File: config.mk
export PLATFORM = sky130hd
export DESIGN_NAME = integer_to_ascii_radix_top_flat
export DESIGN_NICKNAME = d
export VERILOG_FILES = /design/src/hw/rtl/itoa_pkg.sv /design/src/hw/rtl/itoa_in_if.sv /design/src/hw/rtl/itoa_out_if.sv /design/src/hw/rtl/itoa_ram.sv /design/src/hw/rtl/itoa_datapath.sv /design/src/hw/rtl/itoa_ctrl.sv /design/src/hw/rtl/integer_to_ascii_radix_top.sv /design/src/flat_wrapper.sv
export SDC_FILE = /design/constraint.sdc
export NUM_CORES = 1
export LEC_CHECK = 0
export ABC_AREA = 1
export BUFFER_PORTS_ARGS = -buffer_cell sky130_fd_sc_hd__buf_4
export CAP_MARGIN = 20
export CORE_ASPECT_RATIO = 1.25
export CORE_UTILIZATION = 55
export DETAILED_ROUTE_END_ITERATION = 8
export GPL_TIMING_DRIVEN = 0
export PLACE_DENSITY = 0.78
export SLEW_MARGIN = 30
export SYNTH_ARGS = -nofsm -noshare
export SYNTH_HDL_FRONTEND = slang
export SYNTH_SLANG_ARGS = --single-unit
File: constraint.sdc
create_clock -name clk -period 2.9 [get_ports clk]
set_input_delay 0.58 -clock clk [delete_from_list [all_inputs] [get_ports clk]]
set_output_delay 0.58 -clock clk [all_outputs]
set_load 0.05 [all_outputs]
File: src/hw/rtl/itoa_pkg.sv
// Shared types, constants and a helper function for the integer-to-text block.
package itoa_pkg;

    localparam int VALUE_WIDTH_DEF = 32;
    localparam int RADIX_WIDTH     = 6;
    localparam int CHAR_WIDTH      = 7;
    localparam int DIGIT_WIDTH     = 6;

    localparam logic [RADIX_WIDTH-1:0] RADIX_MIN     = 6'd2;
    localparam logic [RADIX_WIDTH-1:0] RADIX_MAX     = 6'd36;
    localparam logic [RADIX_WIDTH-1:0] RADIX_DECIMAL = 6'd10;

    localparam logic [CHAR_WIDTH-1:0] MINUS_CHAR  = 7'd45;
    localparam logic [CHAR_WIDTH-1:0] ZERO_CHAR   = 7'd48;
    localparam logic [CHAR_WIDTH-1:0] LETTER_BASE = 7'd55;  // 'A' - 10

    typedef enum logic [2:0] {
        S_IDLE,
        S_DIV,
        S_STORE,
        S_SIGN,
        S_READ,
        S_EMIT
    } itoa_state_t;

    typedef struct packed {
        logic load;
        logic step;
        logic store;
        logic pop;
        logic sel_sign;
    } itoa_cmd_t;

    typedef struct packed {
        logic step_done;
        logic quot_zero;
        logic neg;
        logic idx_zero;
    } itoa_status_t;

    function automatic logic [CHAR_WIDTH-1:0] digit_char(input logic [DIGIT_WIDTH-1:0] d);
        logic [CHAR_WIDTH-1:0] ext;
        ext = {1'b0, d};
        if (d < 6'd10)
        begin
            digit_char = ZERO_CHAR + ext;
        end
        else
        begin
            digit_char = LETTER_BASE + ext;
        end
    endfunction

endpackage

File: src/hw/rtl/itoa_in_if.sv
// Input channel: one integer and its radix per item.
interface itoa_in_if #(
    parameter int VALUE_WIDTH = itoa_pkg::VALUE_WIDTH_DEF
);
    logic                                 valid;
    logic                                 ready;
    logic signed [VALUE_WIDTH-1:0]        number;
    logic [itoa_pkg::RADIX_WIDTH-1:0]     radix;

    modport source (output valid, output number, output radix, input ready);
    modport sink   (input valid, input number, input radix, output ready);
endinterface

File: src/hw/rtl/itoa_out_if.sv
// Output channel: one ASCII character per item, with a last-character flag.
interface itoa_out_if;
    logic                              valid;
    logic                              ready;
    logic [itoa_pkg::CHAR_WIDTH-1:0]   character;
    logic                              last;

    modport source (output valid, output character, output last, input ready);
    modport sink   (input valid, input character, input last, output ready);
endinterface

File: src/hw/rtl/itoa_ram.sv
// Generic single-write, single-read RAM with registered read data.
module itoa_ram #(
    parameter int WIDTH = 8,
    parameter int DEPTH = 32
) (
    input  logic                     clk,
    input  logic                     wr_en,
    input  logic [$clog2(DEPTH)-1:0] wr_addr,
    input  logic [WIDTH-1:0]         wr_data,
    input  logic                     rd_en,
    input  logic [$clog2(DEPTH)-1:0] rd_addr,
    output logic [WIDTH-1:0]         rd_data
);
    logic [WIDTH-1:0] mem [DEPTH];
    logic [WIDTH-1:0] rd_data_reg;

    always_ff @(posedge clk)
    begin
        if (wr_en)
        begin
            mem[wr_addr] <= wr_data;
        end
        if (rd_en)
        begin
            rd_data_reg <= mem[rd_addr];
        end
    end

    assign rd_data = rd_data_reg;
endmodule

File: src/hw/rtl/itoa_datapath.sv
// Datapath: bit-serial divider by the radix, digit stack and character output.
module itoa_datapath #(
    parameter int VALUE_WIDTH = itoa_pkg::VALUE_WIDTH_DEF
) (
    input  logic                                  clk,
    input  logic                                  rst_n,
    input  itoa_pkg::itoa_cmd_t                   cmd,
    output itoa_pkg::itoa_status_t                status,
    input  logic signed [VALUE_WIDTH-1:0]         number,
    input  logic [itoa_pkg::RADIX_WIDTH-1:0]      radix,
    output logic [itoa_pkg::CHAR_WIDTH-1:0]       character,
    output logic                                  last
);
    import itoa_pkg::*;

    localparam int AW = $clog2(VALUE_WIDTH);
    localparam int CW = $clog2(VALUE_WIDTH + 1);

    logic [VALUE_WIDTH-1:0] val_reg, val_next;
    logic [DIGIT_WIDTH-1:0] rem_reg, rem_next;
    logic [RADIX_WIDTH-1:0] rad_reg, rad_next;
    logic [AW-1:0]          step_reg, step_next;
    logic [CW-1:0]          dcnt_reg, dcnt_next;
    logic                   neg_reg, neg_next;

    logic [RADIX_WIDTH-1:0] rad_sat;
    logic                   neg_in;
    logic [VALUE_WIDTH-1:0] mag_in;
    logic [DIGIT_WIDTH:0]   trial;
    logic [DIGIT_WIDTH:0]   diff;
    logic                   ge;
    logic [DIGIT_WIDTH-1:0] rem_step;
    logic [CW-1:0]          dcnt_m1;
    logic [DIGIT_WIDTH-1:0] rd_digit;

    always_comb
    begin
        if (radix < RADIX_MIN)
        begin
            rad_sat = RADIX_MIN;
        end
        else if (radix > RADIX_MAX)
        begin
            rad_sat = RADIX_MAX;
        end
        else
        begin
            rad_sat = radix;
        end
        neg_in = (rad_sat == RADIX_DECIMAL) && number[VALUE_WIDTH-1];
        // The most negative value negates to itself, read as unsigned magnitude.
        mag_in = neg_in ? (~number + VALUE_WIDTH'(1)) : number;
    end

    // One restoring division step: shift in the next dividend bit, subtract if it fits.
    always_comb
    begin
        trial    = {rem_reg, val_reg[VALUE_WIDTH-1]};
        diff     = trial - {1'b0, rad_reg};
        ge       = trial >= {1'b0, rad_reg};
        rem_step = ge ? diff[DIGIT_WIDTH-1:0] : trial[DIGIT_WIDTH-1:0];
    end

    assign dcnt_m1 = dcnt_reg - CW'(1);

    always_comb
    begin
        val_next  = val_reg;
        rem_next  = rem_reg;
        rad_next  = rad_reg;
        step_next = step_reg;
        dcnt_next = dcnt_reg;
        neg_next  = neg_reg;
        if (cmd.load)
        begin
            val_next  = mag_in;
            rem_next  = '0;
            rad_next  = rad_sat;
            step_next = '0;
            dcnt_next = '0;
            neg_next  = neg_in;
        end
        else if (cmd.step)
        begin
            val_next  = {val_reg[VALUE_WIDTH-2:0], ge};
            rem_next  = rem_step;
            step_next = step_reg + AW'(1);
        end
        else if (cmd.store)
        begin
            rem_next  = '0;
            step_next = '0;
            dcnt_next = dcnt_reg + CW'(1);
        end
        else if (cmd.pop)
        begin
            dcnt_next = dcnt_m1;
        end
    end

    always_ff @(posedge clk or negedge rst_n)
    begin
        if (!rst_n)
        begin
            rem_reg  <= '0;
            rad_reg  <= RADIX_MIN;
            step_reg <= '0;
            dcnt_reg <= '0;
            neg_reg  <= 1'b0;
        end
        else
        begin
            rem_reg  <= rem_next;
            rad_reg  <= rad_next;
            step_reg <= step_next;
            dcnt_reg <= dcnt_next;
            neg_reg  <= neg_next;
        end
    end

    always_ff @(posedge clk)
    begin
        val_reg <= val_next;
    end

    // Digits are pushed least significant first and popped in reverse.
    itoa_ram #(
        .WIDTH (DIGIT_WIDTH),
        .DEPTH (VALUE_WIDTH)
    ) u_digits (
        .clk     (clk),
        .wr_en   (cmd.store),
        .wr_addr (dcnt_reg[AW-1:0]),
        .wr_data (rem_reg),
        .rd_en   (cmd.pop),
        .rd_addr (dcnt_m1[AW-1:0]),
        .rd_data (rd_digit)
    );

    always_comb
    begin
        status.step_done = (step_reg == AW'(VALUE_WIDTH - 1));
        status.quot_zero = (val_reg == '0);
        status.neg       = neg_reg;
        status.idx_zero  = (dcnt_reg == '0);
    end

    assign character = cmd.sel_sign ? MINUS_CHAR : digit_char(rd_digit);
    assign last      = !cmd.sel_sign && (dcnt_reg == '0);

`ifndef SYNTHESIS
    a_rem_below_radix: assert property (@(posedge clk) disable iff (!rst_n)
        rem_reg < rad_reg)
        else $error("remainder not below radix");

    a_stack_bound: assert property (@(posedge clk) disable iff (!rst_n)
        cmd.store |-> dcnt_reg < CW'(VALUE_WIDTH))
        else $error("digit stack overflow");
`endif
endmodule

File: src/hw/rtl/itoa_ctrl.sv
// Controller: sequences load, division passes, digit stores and character output.
module itoa_ctrl (
    input  logic                   clk,
    input  logic                   rst_n,
    input  logic                   in_valid,
    output logic                   in_ready,
    output logic                   out_valid,
    input  logic                   out_ready,
    output itoa_pkg::itoa_cmd_t    cmd,
    input  itoa_pkg::itoa_status_t status
);
    import itoa_pkg::*;

    itoa_state_t state_reg, state_next;

    always_ff @(posedge clk or negedge rst_n)
    begin
        if (!rst_n)
        begin
            state_reg <= S_IDLE;
        end
        else
        begin
            state_reg <= state_next;
        end
    end

    always_comb
    begin
        state_next = state_reg;
        unique case (state_reg)
            S_IDLE:
            begin
                if (in_valid)
                begin
                    state_next = S_DIV;
                end
            end
            S_DIV:
            begin
                if (status.step_done)
                begin
                    state_next = S_STORE;
                end
            end
            S_STORE:
            begin
                if (!status.quot_zero)
                begin
                    state_next = S_DIV;
                end
                else if (status.neg)
                begin
                    state_next = S_SIGN;
                end
                else
                begin
                    state_next = S_READ;
                end
            end
            S_SIGN:
            begin
                if (out_ready)
                begin
                    state_next = S_READ;
                end
            end
            S_READ:
            begin
                state_next = S_EMIT;
            end
            S_EMIT:
            begin
                if (out_ready)
                begin
                    state_next = status.idx_zero ? S_IDLE : S_READ;
                end
            end
            default:
            begin
                state_next = S_IDLE;
            end
        endcase
    end

    always_comb
    begin
        in_ready     = 1'b0;
        out_valid    = 1'b0;
        cmd          = '0;
        unique case (state_reg)
            S_IDLE:
            begin
                in_ready = 1'b1;
                cmd.load = in_valid;
            end
            S_DIV:
            begin
                cmd.step = 1'b1;
            end
            S_STORE:
            begin
                cmd.store = 1'b1;
            end
            S_SIGN:
            begin
                out_valid    = 1'b1;
                cmd.sel_sign = 1'b1;
            end
            S_READ:
            begin
                cmd.pop = 1'b1;
            end
            S_EMIT:
            begin
                out_valid = 1'b1;
            end
            default:
            begin
                cmd = '0;
            end
        endcase
    end

`ifndef SYNTHESIS
    a_one_side: assert property (@(posedge clk) disable iff (!rst_n)
        !(in_ready && out_valid))
        else $error("input and output active together");

    a_accept_starts_div: assert property (@(posedge clk) disable iff (!rst_n)
        (in_valid && in_ready) |=> state_reg == S_DIV)
        else $error("accepted item did not start division");

    a_last_returns_idle: assert property (@(posedge clk) disable iff (!rst_n)
        (state_reg == S_EMIT && out_ready && status.idx_zero) |=> state_reg == S_IDLE)
        else $error("final character did not end the item");
`endif
endmodule

File: src/hw/rtl/integer_to_ascii_radix_top.sv
// Top level of the integer-to-ASCII converter in radix 2 to 36.
//
// Usage:
//   items: one signed integer (number) and a radix per item. A radix below 2
//   is taken as 2, above 36 as 36. In radix 10 a negative number prints as
//   '-' and its magnitude; in other radixes the bit pattern is unsigned.
//   chars: one ASCII character per item, most significant digit first, with
//   last high on the final character of the text.
//   Each digit takes one pass of a bit-serial restoring divider: one step
//   per dividend bit, then a store to the digit stack. Each digit character
//   is then read from the digit stack and output; a leading '-' is output
//   directly. One item is in work at a time: items.ready is high only when
//   no item is in work.
//   A receiver stall holds the current character and freezes the sequence.
//   Reset returns the block to idle and drops any text not yet delivered.
module integer_to_ascii_radix_top #(
    parameter int VALUE_WIDTH = itoa_pkg::VALUE_WIDTH_DEF
) (
    input  logic       clk,
    input  logic       rst_n,
    itoa_in_if.sink    items,
    itoa_out_if.source chars
);
    import itoa_pkg::*;

    itoa_cmd_t    cmd;
    itoa_status_t status;

    itoa_ctrl u_ctrl (
        .clk       (clk),
        .rst_n     (rst_n),
        .in_valid  (items.valid),
        .in_ready  (items.ready),
        .out_valid (chars.valid),
        .out_ready (chars.ready),
        .cmd       (cmd),
        .status    (status)
    );

    itoa_datapath #(
        .VALUE_WIDTH (VALUE_WIDTH)
    ) u_datapath (
        .clk       (clk),
        .rst_n     (rst_n),
        .cmd       (cmd),
        .status    (status),
        .number    (items.number),
        .radix     (items.radix),
        .character (chars.character),
        .last      (chars.last)
    );
endmodule
File: src/flat_wrapper.sv
// flat-port wrapper written by rule: the top's interface ports become plain ports
module integer_to_ascii_radix_top_flat import itoa_pkg::*;
#(
    parameter int VALUE_WIDTH = itoa_pkg::VALUE_WIDTH_DEF
)
  (clk, rst_n, items_valid, items_number, items_radix, items_ready, chars_valid, chars_character, chars_last, chars_ready);
  itoa_in_if #(.VALUE_WIDTH(VALUE_WIDTH)) items_i ();
  itoa_out_if chars_i ();
  input  logic clk;
  input  logic rst_n;
  input wire logic [$bits(items_i.valid)-1:0] items_valid;
  input wire logic [$bits(items_i.number)-1:0] items_number;
  input wire logic [$bits(items_i.radix)-1:0] items_radix;
  output wire logic [$bits(items_i.ready)-1:0] items_ready;
  output wire logic [$bits(chars_i.valid)-1:0] chars_valid;
  output wire logic [$bits(chars_i.character)-1:0] chars_character;
  output wire logic [$bits(chars_i.last)-1:0] chars_last;
  input wire logic [$bits(chars_i.ready)-1:0] chars_ready;
  assign items_i.valid = items_valid;
  assign items_i.number = items_number;
  assign items_i.radix = items_radix;
  assign items_ready = items_i.ready;
  assign chars_valid = chars_i.valid;
  assign chars_character = chars_i.character;
  assign chars_last = chars_i.last;
  assign chars_i.ready = chars_ready;
  integer_to_ascii_radix_top #(.VALUE_WIDTH(VALUE_WIDTH)) u_core (.clk(clk), .rst_n(rst_n), .items(items_i), .chars(chars_i));
endmodule
==> results.md <==
* Storage element area at between 0.007 and 0.008 mm^2
* Clock Latency Late Sink at between 0.5 and 0.6 ns
* Core Area at around 0.023 mm^2
* Tightest Pin Transition at 0.9799 ns
* Grt ovf at 0
* Mux cell area share after synthesis at 0%
* Maximum VDD drop at about 0.00056 V
* GRT Util Overall at just under 30%
* Netlist area before placement at roughly 0.013 mm^2
* Die width at around 140 um
* Worst slack at placement at -0.3281 ns
* Hold Crit Class: primary input to flip-flop
* Synth Net Count at ~1400
* R2R Path Start: u_core.u_datapath.dcnt_reg[0]
* Minimum clock period at 2.825 ns
* Ports at 52
* Drt first pass iters at 5
* Critical Path Sink Type: output pin
* Footprint of the multi-input gates at about 0.0045 mm^2
* Final Hold Fails at 0
* Global-route wire length before repair at around 53000 um
* Critical-path maximum fanout at 20
* Clock share of power at 19.0%
* XOR/XNOR share of the synthesized area at less than 1%
* PD cells at about 1100 mW/mm^2
* Row count at ~60
* Worst Setup Slack, final at between 0.07 and 0.08 ns
* Detail Route Antenna Nets at 0
* Area grow syn2layout at 12.03%
* Initial DRC count at 1113
* Tot Pwr at approximately 0.015 W
* CP max-delay cell: dfrtp_1
* Worst hold path depth at 2
* Synth cell types at 48
* Cell area after layout at 0.01429 mm^2
* Worst-path cell chain: buf_4 -> inv_4 -> buf_6 -> ha_4 -> nand4_1 -> nor2_2 -> buf_6
* WP data arrival at about 2.2 ns
* Post-Synth Simple-Gate Area at a little over a fifth
* Most common cell after layout, fill and taps aside: nor2_1
* Status: finished, final reports clean
* DIE AREA at around 0.024 mm^2
* Final Max Tran Viols at 0
* Sequential power share at a little under two fifths
* Clock skew at around 0.021 ns
* CTS tree: built
* Routed len/inst at 19.89 um
* Number of flops mapped to enable cells by yosys at 230
* Final clock period utilization by the worst path at between 90 and 100%
* CP max stage delay at between 0.4 and 0.5 ns
* Hold Crit Start: chars_ready
* Terminus of the critical flop-to-flop path: u_core.u_datapath.u_digits.rd_data[2]
* Max Root-Sink Buffers at 3
* Commonest cells after routing, fill and taps aside: nor2_1 (270), nand2_1 (233), edfxtp_1 (230)
* Synth async-reset ratio at between 10% and 20%
* Number of vias per cell at around 5.9
* Max reg flops at 192
* Comb pwr share at 43.9%
* Max-Cap Viols at 0
* Drt total wl at 34050 um
* H-tree depth at 1
* Setup violators final at 0
* Slew Limit Headroom at about a third
* # fillers at around 1800
* Post-synthesis sequential area ratio at between 50% and 60%
* Leak Pwr at ~5.5 nW
* Total CTS buffers at 23
* Port Buffer Count at 50
* Layout cell share with drive strength beyond 1 at about 12%
* Die Height at between 150 and 200 um
* Remaining DRCs at 0
* Dpl hpwl at around 24000 um
* Psw at about 0.0067 W
* Total clock sinks at roughly 260
* Switching Fraction at a little over two fifths
* Diode count at 0
* Worst path most repeated cell: buf_6
* Internal power at between 0.008 and 0.009 W
* Worst setup SP type: flip-flop
* Warnings from Yosys at 0
* WP depth at 7
* Adder-cell share of the synthesized area at 1.628%
* CP Launch Point: u_core.u_datapath.dcnt_reg[0]
* Largest family of logic cells by synthesized area: simple AND/OR/NAND/NOR gates
* Vias at just over 10000
* Crit Path Class: flip-flop to output pin
* Initial antenna violation count at 0
* WP buf/inv at 4
* Synth Flop Type: edfxtp_1
* Final core utilization at a little under two thirds
* Worst endpoint required time at 2.32 ns
* Cells after Synth at 1338
* Sum of negative setup slack at 0 ns
* Final layout net count at 1472
* Compound-Gate Fraction of Synth Area at around 11%
* Synthesized flop and latch total at 257
* CP delay by family, top: buffers and inverters
* RSZ-0062 raised after global routing: no
* CTS root buffer: clkbuf_16
* Vias in the first global route at slightly below 10000
* Initial cell density of the core at a little under three fifths
* Worst Hold End: u_core.u_ctrl.state_reg[1]
* Fmax at roughly 350 MHz
* Flop2flop setup slack at around 0.13 ns
* Area post-placement at between 0.01 and 0.015 mm^2
* Syn avg cell area at 9.534 um^2
* Largest net degree at the start of global routing at 36
* R2r worst-path depth at 13
* GP Congestion at about 0.95
* Clk slew on worst S/H paths at roughly 0.06 ns
cells in the mapped netlist (all sizes together), types with 2 or more instances:
cell type	number	share of area (%)
nor2	280	8.5
o21bai	2	0.15
nand2	244	7.4
o21ai	180	7.1
o211ai	37	2.2
ha	15	1.5
edfxtp	230	54
nor3	10	0.57
nand4	31	1.7
nand3	81	3.5
o22ai	5	0.25
inv	92	2.7
xor2	9	0.68
clkbuf	23	0.68
buf	37	1.8
a22o	2	0.14
a31oi	2	0.098
a21oi	19	0.75
dfrtp	26	5.1
cells by family (layout without fill, tap and decap cells):
kind of cell | after synthesis | count (layout)
simple gates | 648 | 648
fa+ha+maj | 16 | 16
buf+inv | 153 | 244
xor+xnor | 10 | 10
flops | 257 | 257
compound gates | 254 | 254
per-stage QoR:
step	hold slack [ns]	std cells
after floorplan	0.2844	1338
after global placement	0.4740	1671
after detailed placement	0.4998	1671
after CTS	0.2595	1713
after global routing	0.3072	1712
final	0.2667	1712
area by class of cell:
type	count	share of cell area [%]
Sequential cell	257	53.12
Inverter	93	2.460
Clock inverter	10	0.5253
Multi-Input combinational cell	928	31.83
Clock buffer	30	4.430
Timing Repair Buffer	52	2.776
Buffer	59	2.382
Tap cell	283	2.478
metal layers:
layer / GRT usage (%) / wire [um] / vias up
li1: - / - / 4771
met4: 13.97 / 1483 / 0
met1: 34.04 / 12370 / 4727
met2: 54.41 / 17600 / 558
met3: 3.351 / 2595 / 109
met5: 0 / 0 / -
how the worst max path moves through the flow:
stage,to,slack (ns)
global placement,u_core.u_datapath.u_digits.rd_data[2],-0.27
finish,chars_last,0.08
global route,chars_character[5],0.006
CTS,u_core.u_datapath.u_digits.rd_data[2],-0.03
detailed placement,u_core.u_datapath.u_digits.rd_data[2],-0.33
floorplan,chars_last,0.25
what timing repair did:
item | CTS | global route
gates resized for setup | 14 | 23
gates cloned | 0 | 0
buffers inserted | 1 | 0
pin swaps | 2 | 1
setup endpoints to repair | 7 | 9
hold buffers | 1 | 0
endpoints found under the hold margin | 26 | 0
power groups by stage:
stage	Clock, W	Sequential [W]	Combinational [W]
2_1_floorplan	0	0.00550	0.00434
3_3_place_gp	0	0.00576	0.00617
3_5_place_dp	0	0.00580	0.00636
4_1_cts	0.00293	0.00573	0.00650
5_1_grt	0.00308	0.00580	0.00738
6_report	0.00293	0.00574	0.00678
Note: power is estimated with default switching activity, not from simulation.
